### src/rtl/rva_pkg.sv
package rva_pkg;

	localparam int ROW_W    = 10;
	localparam int VAL_W    = 16;
	localparam int N_W      = 16;
	localparam int SUM_W    = 33;
	localparam int SQ_W     = 47;
	localparam int VAR_W    = 38;
	localparam int DIFF_W   = 63;
	localparam int S2_W     = 64;
	localparam int DEN_W    = 32;
	localparam int NUM_W    = DIFF_W + 8;
	localparam int CNT_W    = $clog2(NUM_W + 1);
	localparam int ROW_EXT_W = 17;

	localparam int DEFAULT_ROW_COUNT = 1024;

	localparam logic [N_W-1:0]   COLUMN_COUNT_RESET = N_W'(1);
	localparam logic [VAR_W-1:0] VAR_MAX            = '1;

	localparam logic CMD_ADD  = 1'b0;
	localparam logic CMD_READ = 1'b1;

	typedef struct packed {
		logic                    cmd;
		logic [ROW_W-1:0]        row_index;
		logic signed [VAL_W-1:0] sample_value;
	} rva_in_t;

	typedef struct packed {
		logic [ROW_W-1:0] result_row;
		logic [VAR_W-1:0] variance_value;
		logic             clamped_flag;
	} rva_out_t;

	typedef struct packed {
		logic signed [SUM_W-1:0] sum;
		logic [SQ_W-1:0]         sq;
	} rva_acc_t;

	// controller to datapath
	typedef struct packed {
		logic accept;
		logic clr_we;
		logic add_we;
		logic mul_en;
		logic sub_en;
		logic load_out;
	} rva_cmd_t;

	// datapath to controller
	typedef struct packed {
		logic is_read;
		logic in_range;
		logic clr_last;
		logic neg_now;
		logic div_busy;
		logic out_busy;
	} rva_sts_t;

endpackage

### src/rtl/rva_controller.sv
module rva_controller (
	input  logic               clk,
	input  logic               arst_n,
	input  logic               sample_valid,
	output logic               sample_ready,
	input  rva_pkg::rva_sts_t  sts,
	output rva_pkg::rva_cmd_t  cmd
);
	import rva_pkg::*;

	localparam logic [2:0] ST_CLEAR = 3'd0;
	localparam logic [2:0] ST_IDLE  = 3'd1;
	localparam logic [2:0] ST_ADD   = 3'd2;
	localparam logic [2:0] ST_MUL   = 3'd3;
	localparam logic [2:0] ST_SUB   = 3'd4;
	localparam logic [2:0] ST_DIV   = 3'd5;
	localparam logic [2:0] ST_OUT   = 3'd6;

	logic [2:0] state_q;
	logic [2:0] state_d;

	always_comb begin
		state_d = state_q;
		cmd     = '0;
		unique case (state_q)
			ST_CLEAR: begin
				cmd.clr_we = 1'b1;
				if (sts.clr_last) begin
					state_d = ST_IDLE;
				end
			end
			ST_IDLE: begin
				cmd.accept = sample_valid;
				if (sample_valid) begin
					state_d = sts.is_read ? ST_MUL : ST_ADD;
				end
			end
			ST_ADD: begin
				cmd.add_we = sts.in_range;
				state_d    = ST_IDLE;
			end
			ST_MUL: begin
				cmd.mul_en = 1'b1;
				state_d    = sts.in_range ? ST_SUB : ST_OUT;
			end
			ST_SUB: begin
				cmd.sub_en = 1'b1;
				state_d    = sts.neg_now ? ST_OUT : ST_DIV;
			end
			ST_DIV: begin
				if (!sts.div_busy) begin
					state_d = ST_OUT;
				end
			end
			ST_OUT: begin
				if (!sts.out_busy) begin
					cmd.load_out = 1'b1;
					state_d      = ST_IDLE;
				end
			end
			default: begin
				state_d = ST_IDLE;
			end
		endcase
	end

	always_ff @(posedge clk or negedge arst_n) begin
		if (!arst_n) begin
			state_q <= ST_CLEAR;
		end else begin
			state_q <= state_d;
		end
	end

	assign sample_ready = state_q == ST_IDLE;

	a_clear_first : assert property (@(posedge clk) disable iff (!arst_n)
		(state_q == ST_CLEAR && !sts.clr_last) |=> state_q == ST_CLEAR)
		else $error("clearing sweep left early");
	a_add_return : assert property (@(posedge clk) disable iff (!arst_n)
		(cmd.accept && !sts.is_read) |=> ##1 sample_ready)
		else $error("add did not finish in two cycles");
	a_div_wait : assert property (@(posedge clk) disable iff (!arst_n)
		(state_q == ST_SUB && !sts.neg_now) |=> sts.div_busy)
		else $error("divider not running after start");

endmodule

### config.mk
export PLATFORM = sky130hd
export DESIGN_NAME = rva_controller
export DESIGN_NICKNAME = d
export VERILOG_FILES = /design/src/rtl/rva_pkg.sv /design/src/rtl/rva_controller.sv
export SDC_FILE = /design/constraint.sdc
export NUM_CORES = 1
export LEC_CHECK = 0
export ABC_AREA = 1
export BUFFER_PORTS_ARGS = -buffer_cell sky130_fd_sc_hd__buf_4
export CAP_MARGIN = 15
export CORE_AREA = 2 2 39 41
export CTS_CLUSTER_SIZE = 12
export DETAILED_ROUTE_END_ITERATION = 10
export DIE_AREA = 0 0 41 43
export GPL_TIMING_DRIVEN = 0
export PLACE_DENSITY_LB_ADDON = 0.08
export SKIP_LAST_GASP = 1
export SYNTH_ARGS = -nofsm -noshare
export SYNTH_HDL_FRONTEND = slang
export SYNTH_SLANG_ARGS = --single-unit
### constraint.sdc
create_clock -name clk -period 2.2 [get_ports clk]
set_clock_uncertainty 0.15 [all_clocks]
set_input_delay 0.11 -clock clk [delete_from_list [all_inputs] [get_ports clk]]
set_output_delay 0.11 -clock clk [all_outputs]
set_load 0.01 [all_outputs]
==> results of run 1 <==
==> worst max-delay path, delay by kind of cell, from the launching register on <==
kind,cells,cell delay (ps)
flops,1,410
buf+inv,2,340
simple gates,1,280
==> stage by stage <==
stage,power (uW),cells,instance area (um^2)
6_report,716,84,534
5_1_grt,785,84,534
4_1_cts,738,84,534
3_5_place_dp,634,79,498
3_3_place_gp,638,79,498
2_1_floorplan,495,48,365
==> layer usage <==
| metal | vias up | GRT usage, % |
|---|---|---|
| li1 | 195 | - |
| met1 | 156 | 13.6 |
| met2 | 9 | 17.2 |
| met3 | 0 | 1.57 |
| met4 | 0 | 8.00 |
| met5 | - | 0 |
==> power groups by stage <==
stage               logic [uW]  clock network [uW]  registers [uW]
floorplan                  398                   0            97.3
global placement           538                   0            99.9
detailed placement         535                   0            99.5
CTS                        536                 102            99.4
global route               578                 105             102
finish                     522                95.7            98.9
==> how the worst max path moves through the flow <==
stage | slack (ps) | from | end | depth (start not counted)
2_1_floorplan | 940 | state_q[2] | cmd[5] | 2
6_report | 680 | state_q[2] | cmd[5] | 3
3_5_place_dp | 930 | state_q[2] | cmd[5] | 3
3_3_place_gp | 930 | state_q[2] | cmd[5] | 3
4_1_cts | 660 | state_q[2] | cmd[5] | 3
5_1_grt | 640 | state_q[2] | cmd[5] | 3
==> synth_stat cells <==
library cell,n
sky130_fd_sc_hd__buf_6,3
sky130_fd_sc_hd__dfrtp_1,3
sky130_fd_sc_hd__inv_1,4
sky130_fd_sc_hd__inv_4,1
sky130_fd_sc_hd__inv_6,1
sky130_fd_sc_hd__nand2_1,13
sky130_fd_sc_hd__nand2_2,2
sky130_fd_sc_hd__nand2_4,2
sky130_fd_sc_hd__nand3_1,1
sky130_fd_sc_hd__nand3_2,2
sky130_fd_sc_hd__nand4_2,2
sky130_fd_sc_hd__nor2_1,3
sky130_fd_sc_hd__nor2_2,2
sky130_fd_sc_hd__nor2_4,1
sky130_fd_sc_hd__nor3_1,3
sky130_fd_sc_hd__nor3_4,1
sky130_fd_sc_hd__nor4_1,1
sky130_fd_sc_hd__o21ai_1,1
sky130_fd_sc_hd__o21bai_1,2
==> what timing repair did <==
action                                  CTS  global route
hold endpoints to repair                  3             0
hold buffers                              1             0
endpoints found under the setup margin    0             0
==> layout make-up <==
type                            count  area [um^2]  area share [%]
Clock buffer                        4         26.3            4.92
Sequential cell                     3         75.1            14.1
Tap cell                           16         20.0            3.75
Timing Repair Buffer               16          123            23.0
Multi-Input combinational cell     36          226            42.4
Inverter                            6         30.0            5.62
Buffer                              3         33.8            6.32
==> logic make-up after synthesis <==
logic type	count (synthesis)	synth area share (%)
and+or+nand+nor	33	56.5
buffers and inverters	9	17.5
AOI/OAI and AO/OA	3	5.48
DFF	3	20.5
==> results.md, run 1 <==
- Ranked by total cell area, the synthesized netlist is headed by sky130_fd_sc_hd__dfrtp_1, sky130_fd_sc_hd__nand2_1, sky130_fd_sc_hd__buf_6.
- The length of routed met2 wiring is between 400 and 500 um.
- From bottom edge to top edge, the die measures 43 um.
- The maximum resistive drop on vdd is between 0.4 and 0.5 mV.
- After detailed routing, the number of vias per cell comes to 4.29.
- The most flop-heavy register is state_q.
- In this run the standard cell core region covers approximately 1400 um^2.
- The clock latency on the worst-skew pair is ~230 ps.
- In the layout the commonest cells are sky130_fd_sc_hd__buf_4, sky130_fd_sc_hd__nand2_1, sky130_fd_sc_hd__inv_1.
- At the end of routability-driven placement, the weighted congestion stood at approximately 0.75.
- The final routed DRC violation total is 0.
- Along the worst hold path, the cell count comes to 5.
- In the final routed layout, each cell accounts on average for 9.48 um.
- The total wirelength of the detailed-routed design is approximately 800 um.
- Global routing finished with a remaining overflow of 0.
- The clock passes through at most 2 buffers.
- The synthesized instance count is 48.
- The DRC marker count from the first detailed-route iteration is 3.
- The number of detailed-route iterations in the first pass is 4.
- The most common cell after layout, fill and taps aside is sky130_fd_sc_hd__buf_4.
- The worst path in the final design needs a cycle of roughly 1500 ps, including I/O delays and setup.
- The max capacitance violation total is 0.
- The repair_antennas step left the layout with diodes totalling 0.
- The sequential share of the synthesized area is between 20 and 25%.
- For this configuration, the core starts out at a cell density of 26.4%.
- The number of routed nets with antenna violations is 0.
- The cell leakage power is between 0.0002 and 0.0003 uW.
- The pin count of the biggest net entering global routing is 11.
- The proportion of netlist area held by the largest area contributor is between 20% and 30%.
- The number of antenna violations at the first check in global routing is 0.
- The worst setup path is captured at an output port.
- The switching share of total power is between 40% and 50%.
- The netlist area before placement is 365 um^2.
- The number of failing hold endpoints at the final stage is 0.
- The beginning of the worst register-to-register path is state_q[2].
- The transition time at the pin with the least slew margin is 233 ps.
- The run finished with clean final reports.
- The post-CTS setup-driven buffer insertion count is 0.
- By startpoint and endpoint, the worst setup path is classified as reg -> out.
- Clock-pin slew was measured on the worst setup and hold paths at 40 ps.
- The internal power of the cells totals about 380 uW.
- The distinct cell type count of the synthesized netlist is 19.
- The total count of max-transition violations in the final report was 0.
- The power share of the clock group is 13.4%.
- The critical path goes through buf_6, nor4_1, buf_4.
- The depth of the CTS H-tree is 1.
- Of all nets on the critical path, the largest fanout is 10.
- The clock root buffer is sky130_fd_sc_hd__clkbuf_4.
- The wire-length estimate of the detail-placed layout is about 630 um.
- For flop-to-flop paths, the worst setup slack is roughly 960 ps.
- The worst slew slack as a fraction of its limit is 84.3%.
- The power share of the combinational group is 72.8%.
- The register with the most flip-flops in the layout has 3 of them.
- The count of buffers added on input and output ports is 15.
- TritonCTS built the clock tree.
- For this design the total switching power over the nets is 341 uW.
- The detailed router put a total of 332 um of wire on met1.
- The top cell type by total area after synthesis is sky130_fd_sc_hd__dfrtp_1.
- For this block, the via count after detailed routing is 360.
- The first global-routing pass estimated around 1300 um of wire.
- In the final layout, the share of cells above drive strength 1 is 51.5%.
- The critical path data arrival time is 1260 ps.
- The cell with the biggest individual delay on the critical path is sky130_fd_sc_hd__dfrtp_1.
- The die covers 1760 um^2.
- The via count of the first global-routing pass is between 300 and 400.
- The endpoint identified for the worst register-to-register timing path is state_q[1].
- The total power density per cell area is 1340 nW/um^2.
- The highest layer touched by signal routing is met3.
- Measured along the x axis, the die boundary spans between 40 and 50 um.
- The worst-case reg-to-reg path depth is 6.
- Setup repair after global routing left no endpoint under its margin.
- The number of nets in the synthesized netlist is 57.
- Synthesis inferred 3 register bits.
- The path with the worst hold slack has its endpoint at state_q[0].
- The tightest hold path in the finished design has a slack of 23.2 ps.
- The min-delay analysis places its worst path in the category in -> reg.
- The fraction of the core area covered by cells at the end of the flow is 38.6%.
- After the last flow step, the layout net total stands at 78.
- For this design, the sink count on the clock tree is 3.
- The final setup slack of the worst path is 684 ps.
- The post-synthesis average cell area is 7.61 um^2.
- For this run, the number of Yosys warnings is 0.
- The layout filler cell count is between 150 and 200.
- Dividing the final minimum period by the clock period gives between 60% and 70%.
- The top achievable clock speed is roughly 660 MHz.
- The hold path startpoint is sts[5].
- In this run, post-CTS repair resized a total of 0 instances.
- The largest registers in the layout are state_q (3).
- The met3 wire length is just under 40 um.
- Of the total power, registers draw ~14%.
- Setup violations remaining at the end of the flow were counted as 0.
- The area growth from synthesis to layout is 46.2%.
- Data on the critical path is required at its endpoint by approximately 1900 ps.
- In this design, the stage delay of the slowest critical-path cell is 410 ps.
- In this run the core area contains 14 standard-cell rows.
- The global-route usage over all layers is a little under an eighth.
- Adding up every negative setup slack in the final design gives 0 ps.
- The critical path launch point type is a flop.
- The total clock buffers created by CTS is 3.
- For this design the top-level I/O count stands at 16.
- Prior to clock tree synthesis, the placed netlist has a worst setup slack of approximately 930 ps.
(Power assumes the default switching activity.)
==> run 2, diff against run 1 <==
==> constraint.sdc (replaced) <==
create_clock -name clk -period 1.4 [get_ports clk]
set_clock_uncertainty 0.15 [all_clocks]
set_input_delay 0.07 -clock clk [delete_from_list [all_inputs] [get_ports clk]]
set_output_delay 0.07 -clock clk [all_outputs]
set_load 0.01 [all_outputs]
==> run 2 against run 1 <==
Compared with the run above: design area is 16% higher; worst setup slack worse by 650 ps; first-iteration DRC count is 67% higher; non-clock buffer count is 7 higher; count of clock-buffer cells in the layout stayed put; register-to-register slack worse by 900 ps; wire length is 12% higher; total power is 83% higher; worst hold slack worse by 17 ps; clock power is 61% higher; critical endpoint unchanged.
==> results.md, run 2 (same netlist as run 1, synthesis figures left out) <==
- The post-layout instance count excluding filler cells is 91 (was 84).
- The placer's final routability congestion estimate is 0.746 (unchanged).
- The half-perimeter wire length after placement is 632 um (unchanged).
- The cell with the biggest individual delay on the critical path is sky130_fd_sc_hd__dfrtp_1 (unchanged).
- The growth of design area from synthesis to finish is 70.2% (was 46.2%).
- The effective utilization at floorplan came to 26.4% (unchanged).
- The global-route usage over all layers is 12.3% (was 11.3%).
- The total power density per cell area is 2100 nW/um^2 (was 1340 nW/um^2).
- The wire length of the first global-routing pass is 1440 um (was 1340 um).
- The number of setup violations in the final report was 0 (unchanged).
- The number of I/O port buffers came to 15 (unchanged).
- Ordered list of cells on the worst path: buf_6, inv_6, nor4_2, buf_4 (was buf_6, nor4_1, buf_4).
- The critical path launch point type is a flop (unchanged).
- The capture point of the worst reg-to-reg path is state_q[1] (unchanged).
- The critical path data arrival time is 1140 ps (was 1260 ps).
- The share of the clock period used by the worst path is about 97%.
- The flip-flop count of the largest register after layout is 3 (unchanged).
- The post-layout minimum cycle time is around 1400 ps.
- The via count of the first global-routing pass is 356 (was 333).
- The buffer and inverter count on the worst path was 3 (was 2).
- The endpoint of the most critical setup path is cmd[5] (unchanged).
- The worst-case reg-to-reg path depth is 7 (was 6).
- The die width is 41 um (unchanged).
- Result of the run: finished clean (unchanged).
- The post-layout net count is 85 (was 78).
- The final antenna diode count was 0 (unchanged).
- The total power consumption of the routed design is 1310 uW (was 716 uW).
- The endpoint required time on the critical path is 1180 ps (was 1940 ps).
- Setup repair after global routing missed its margin: true (was false).
- The worst min-delay path category was in -> async (was in -> reg).
- The maximum count of clock buffers along a single path came to 2 (unchanged).
- The worst slew slack as a fraction of its limit is 87.7% (was 84.3%).
- The cell leakage power is 0.000336 uW (was 0.000294 uW).
- The total wirelength of the detailed-routed design is 890 um (was 796 um).
- The clock latency on the worst-skew pair is 240 ps (was 230 ps).
- The total number of placement rows is 14 (unchanged).
- The via density per instance is 4.29 (unchanged).
- The aggregate negative setup slack came to 0 ps (unchanged).
- The clock tree from TritonCTS is yes (unchanged).
- The overall overflow remaining after global route is 0 (unchanged).
- The slack of the worst reg-to-reg path is 60 ps (was 960 ps).
- The total clock buffers created by CTS came to 3 (unchanged).
- The per-cell routed wire length was 9.78 um (was 9.48 um).
- The pin count of the biggest net entering global routing was 11 (unchanged).
- The top achievable clock speed is between 700 and 800 MHz.
- The depth of the CTS H-tree came to 1 (unchanged).
- The transition time at the pin with the least slew margin came to 183 ps (was 233 ps).
- The number of sinks handled by clock tree synthesis came to 3 (unchanged).
- The total placed cells including tap cells is 79 (unchanged).
- The most flop-heavy register is state_q (unchanged).
- The cell class contributing the biggest share of worst-path delay is buffers and inverters (was flip-flops).
- The start point of the critical path is state_q[0] (was state_q[2]).
- The max capacitance violation total is 0 (unchanged).
- The final setup slack of the worst path came to 39.5 ps (was 684 ps).
- The biggest cell delay along the critical path was 330 ps (was 410 ps).
- The most common cell after layout, fill and taps aside is sky130_fd_sc_hd__buf_4 (unchanged).
- The number of detailed-route iterations in the first pass is 4 (unchanged).
- The beginning of the worst register-to-register path is state_q[2] (unchanged).
- The placement-stage worst setup slack is 156 ps (was 930 ps).
- The via count is 390 (was 360).
- The number of antenna violations at the first check in global routing came to 0 (unchanged).
- The total die area came to 1760 um^2 (unchanged).
- The final routed DRC violation total came to 0 (unchanged).
- The category of the worst setup path capture point is an output port (unchanged).
- Most frequent cells in the layout: sky130_fd_sc_hd__buf_4, sky130_fd_sc_hd__nand2_1, sky130_fd_sc_hd__buf_6, sky130_fd_sc_hd__inv_1 (was sky130_fd_sc_hd__buf_4, sky130_fd_sc_hd__nand2_1, sky130_fd_sc_hd__inv_1).
- The DRC marker count from the first detailed-route iteration is 5 (was 3).
- The clock root buffer is sky130_fd_sc_hd__clkbuf_4 (unchanged).
- The core box area is 1380 um^2 (unchanged).
- Top Registers: state_q (3) (unchanged).
- The clock-pin slew on the worst setup and hold paths was 40 ps (about the same).
- The number of routed nets with antenna violations is 0 (unchanged).
- The number of logic stages on the critical path including buffering is 4 (was 3).
- The number of failing hold endpoints at the final stage is 0 (unchanged).
- The total count of max-transition violations in the final report was 0 (unchanged).
- The I/O pin count was 16 (unchanged).
- The fraction of the core area covered by cells at the end of the flow is 44.9% (was 38.6%).
- The maximum net fanout on the critical path is 10 (unchanged).
- The die outline height is 43 um (unchanged).
- The fraction of final layout cells sized beyond drive strength 1 is 60.0% (was 51.5%).
- The worst setup path category was reg -> out (unchanged).
- The maximum resistive drop on vdd is 0.849 mV (was 0.474 mV).
-- run 2: worst reg2reg max path: stages (launching register included) --
cell                      delay (ps)
sky130_fd_sc_hd__dfrtp_1         400
sky130_fd_sc_hd__buf_4           170
sky130_fd_sc_hd__buf_4           130
sky130_fd_sc_hd__nand4_2          90
sky130_fd_sc_hd__nand2_4          70
sky130_fd_sc_hd__nor2_4          120
sky130_fd_sc_hd__nand2_1          60
sky130_fd_sc_hd__nand2_1          60
-- run 2: stage by stage --
step,hold slack [ps],instance area (um^2)
after floorplan,-376,365
after global placement,-288,498
after detailed placement,-286,498
after CTS,4.27,586
after global routing,14.9,622
final,6.53,622
-- run 2: timing repair --
| item | in CTS | in global routing |
|---|---|---|
| hold endpoints to repair | 4 | 0 |
| setup endpoints to repair | 2 | 8 |
| hold buffers | 2 | 0 |
| gates resized for setup | 1 | 7 |
| cloned | 1 | 0 |
| pin swaps | 1 | 2 |
| buffers inserted | 4 | 1 |
-- run 2: report_power, final --
| group | leakage, uW | internal (uW) | switching [uW] |
|---|---|---|---|
| logic | 0.000284 | 464 | 535 |
| clock network | 0.0000150 | 107 | 46.7 |
| registers | 0.0000370 | 131 | 24.1 |
| total | 0.000336 | 702 | 606 |
-- run 2: metal layers --
metal | up-vias | global-route usage, % | share of wire, %
met3 | 0 | 1.57 | 4.7
met4 | 0 | 8.00 | 0
met2 | 11 | 18.4 | 53
met5 | - | 0 | 0
met1 | 171 | 15.5 | 43
li1 | 208 | - | -
-- run 2: final cells by class --
type	count	area, um^2
Buffer	3	33.8
Inverter	6	30.0
Sequential cell	3	75.1
Clock buffer	4	26.3
Tap cell	16	20.0
Timing Repair Buffer	23	181
Multi-Input combinational cell	36	255
Fill cell	159	762
-- run 2: how the worst min path moves through the flow --
stage | slack [ps] | end | start | cells past startpoint
2_1_floorplan | -380 | state_q[0] | arst_n | 0
3_5_place_dp | -290 | state_q[1] | arst_n | 1
4_1_cts | 4 | state_q[1] | sts[0] | 3
3_3_place_gp | -290 | state_q[2] | arst_n | 1
5_1_grt | 10 | state_q[0] | arst_n | 2
6_report | 7 | state_q[0] | arst_n | 2
==> run 3, diff against run 2 <==
==> constraint.sdc (replaced) <==
create_clock -name clk -period 1.4 [get_ports clk]
set_clock_uncertainty 0.15 [all_clocks]
set_input_delay 0.07 -clock clk [delete_from_list [all_inputs] [get_ports clk]]
set_output_delay 0.07 -clock clk [all_outputs]
set_load 0.05 [all_outputs]
==> run 3 against run 2 <==
Compared with the run above: the flow now finishes with violations (setup timing); via count increased by 8.5%; wire length up 9.2%; clock power rose by 5%; sequential cell count unchanged; combinational power is 37% higher; critical path depth fell by 1; first-iteration DRC count shrank 80%; critical endpoint unchanged.
==> results.md, run 3 (same netlist as run 1, synthesis figures left out) <==
- The fraction of final layout cells sized beyond drive strength 1 came to 60.3% (was 60.0%).
- The pin count of the biggest net entering global routing is 9 (was 11).
- The most flop-heavy register is state_q (unchanged).
- The power share of the clock group is 9.6% (was 11.8%).
- The final antenna diode count came to 0 (unchanged).
- The flip-flop count of the largest register after layout is 3 (unchanged).
- The number of sinks handled by clock tree synthesis is 3 (unchanged).
- The total wirelength of the detailed-routed design was 972 um (was 890 um).
- The post-layout minimum cycle time came to 1430 ps (was 1360 ps).
- The number of I/O port buffers was 15 (unchanged).
- The max capacitance violation total came to 0 (unchanged).
- The post-layout net count is 88 (was 85).
- Setup repair after global routing missed its margin: true (unchanged).
- The depth of the CTS H-tree was 1 (unchanged).
- The worst setup path category is reg -> out (unchanged).
- The number of failing hold endpoints at the final stage is 0 (unchanged).
- The clock-pin slew on the worst setup and hold paths is 40 ps (about the same).
- The storage element area is 75.1 um^2 (unchanged).
- The capture point of the worst reg-to-reg path is state_q[2] (was state_q[1]).
- The checks that failed: setup timing.
- The critical path data arrival time is 1210 ps (was 1140 ps).
- The total clock buffers created by CTS is 3 (unchanged).
- The layout filler cell count is 164 (was 159).
- The clock latency on the worst-skew pair is 240 ps (about the same).
- The power share of the combinational group came to 81.3% (was 76.4%).
- The maximum count of clock buffers along a single path came to 2 (unchanged).
- The area of the multi-input gates is 275 um^2 (was 255 um^2).
- The via count of the first global-routing pass is 375 (was 356).
- The beginning of the worst register-to-register path was state_q[0] (was state_q[2]).
- The end of the worst hold path is state_q[1].
- The global-route usage over all layers was 13.8% (was 12.3%).
- The placement-stage worst setup slack came to 115 ps (was 156 ps).
- The cell leakage power is 0.000360 uW (was 0.000336 uW).
- The total die area is 1760 um^2 (unchanged).
- The overall overflow remaining after global route is 0 (unchanged).
- The I/O pin count is 16 (unchanged).
- The top achievable clock speed is 701 MHz (was 735 MHz).
- The number of antenna violations at the first check in global routing is 0 (unchanged).
- The final routed DRC violation total is 0 (unchanged).
- The die outline height is 43 um (unchanged).
- The post-layout instance count excluding filler cells was 94 (was 91).
- The via density per instance is 4.50 (was 4.29).
- Result of the run: finished, violations left (was finished clean).
- The clock tree from TritonCTS is yes (unchanged).
- The die width is 41 um (unchanged).
- Top Registers: state_q (3) (unchanged).
- The placer's final routability congestion estimate is 0.727 (was 0.746).
- The register share of total power is 9.0% (was 11.8%).
- The critical path launch point type is a flop (unchanged).
- The share of the clock period used by the worst path is 102% (was 97.2%).
- The slack of the worst reg-to-reg path is 70 ps (was 60 ps).
- The worst slew slack as a fraction of its limit was 86.6% (was 87.7%).
- The DRC marker count from the first detailed-route iteration is 1 (was 5).
- The maximum resistive drop on vdd was 0.916 mV (was 0.849 mV).
- The maximum net fanout on the critical path is 8 (was 10).
- The growth of design area from synthesis to finish is 92.8% (was 70.2%).
- The half-perimeter wire length after placement is 638 um (was 632 um).
- Along the worst hold path, the cell count comes to 6.
- The number of detailed-route iterations in the first pass is 4 (unchanged).
- The number of setup violations in the final report is 1 (was 0).
- The total number of placement rows was 14 (unchanged).
- Most frequent cells in the layout: sky130_fd_sc_hd__nand2_1, sky130_fd_sc_hd__buf_4, sky130_fd_sc_hd__buf_6, sky130_fd_sc_hd__dlygate4sd3_1 (was sky130_fd_sc_hd__buf_4, sky130_fd_sc_hd__nand2_1, sky130_fd_sc_hd__buf_6, sky130_fd_sc_hd__inv_1).
- The total placed cells including tap cells is 79 (unchanged).
- The endpoint required time on the critical path is 1180 ps (about the same).
- The core box area is 1380 um^2 (unchanged).
- The clock root buffer is sky130_fd_sc_hd__clkbuf_4 (unchanged).
- The via count was 423 (was 390).
- The number of routed nets with antenna violations is 0 (unchanged).
- The transition time at the pin with the least slew margin is 199 ps (was 183 ps).
- The per-cell routed wire length is 10.3 um (was 9.78 um).
- The wire length of the first global-routing pass is 1630 um (was 1440 um).
- The total power consumption of the routed design is 1680 uW (was 1310 uW).
- The total power density per cell area is 2380 nW/um^2 (was 2100 nW/um^2).
- The internal power summed over all cells is 801 uW (was 702 uW).
- The hold path startpoint is sts[4].
- The worst min-delay path category is in -> reg (was in -> async).
- The total count of max-transition violations in the final report is 0 (unchanged).
- The effective utilization at floorplan is 26.4% (unchanged).
- The final setup slack of the worst path came to -27.1 ps (was 39.5 ps).
- The switching power of the nets is 878 uW (was 606 uW).
- The switching share of total power was 52.3% (was 46.3%).
- The worst-case reg-to-reg path depth came to 8 (was 7).
- The category of the worst setup path capture point is an output port (unchanged).
[run 3: worst max-delay path by stage]
stage	from	end	slack [ps]
final	state_q[1]	cmd[5]	-30
after CTS	state_q[1]	cmd[5]	-40
after floorplan	state_q[0]	state_q[0]	-90
after global routing	state_q[1]	cmd[5]	-110
after detailed placement	state_q[2]	cmd[5]	120
after global placement	state_q[2]	cmd[5]	110
[run 3: per-layer routing]
metal  GRT usage (%)  up-vias  share of wire [%]  wire, um
met5               0        -                  0         0
li1                -      217                  -         -
met3            7.85        0                6.3        61
met1            19.1      193                 41       403
met4            2.00        0                  0         0
met2            18.8       13                 52       508
[run 3: stage by stage]
step / setup TNS [ps] / util, % / hold slack, ps / area, um^2
5_1_grt: -490 / 50.9 / 150 / 704
4_1_cts: -68.3 / 47.6 / 0.445 / 659
2_1_floorplan: -277 / - / -376 / 395
3_5_place_dp: 0 / 38.2 / -288 / 528
3_3_place_gp: 0 / 38.2 / -288 / 528
6_report: -27.1 / 50.9 / 97.1 / 704
[run 3: critical path: stages (launching register included)]
cell and delay, ps:
sky130_fd_sc_hd__dfrtp_1 370, sky130_fd_sc_hd__buf_6 150, sky130_fd_sc_hd__nor4_4 250, sky130_fd_sc_hd__buf_6 190
[run 3: what timing repair did]
item,CTS,global route
pin swaps,2,3
gates resized for setup,7,8
endpoints found under the setup margin,7,10
buffers inserted,5,1
endpoints found under the hold margin,5,2
hold buffers,4,1
[run 3: area by class of cell]
cell class	instances	area share, %
Multi-Input combinational cell	36	39.1
Timing Repair Buffer	26	34.3
Sequential cell	3	10.7
Buffer	3	4.80
Inverter	6	4.62
Clock buffer	4	3.73
Tap cell	16	2.84
[run 3: power groups by stage]
stage	Combinational, uW	Sequential (uW)	Clock (uW)
final	1370	152	162
after global routing	1480	158	177
after CTS	1270	153	169
after detailed placement	1110	159	0
after global placement	1120	158	0
after floorplan	892	153	0
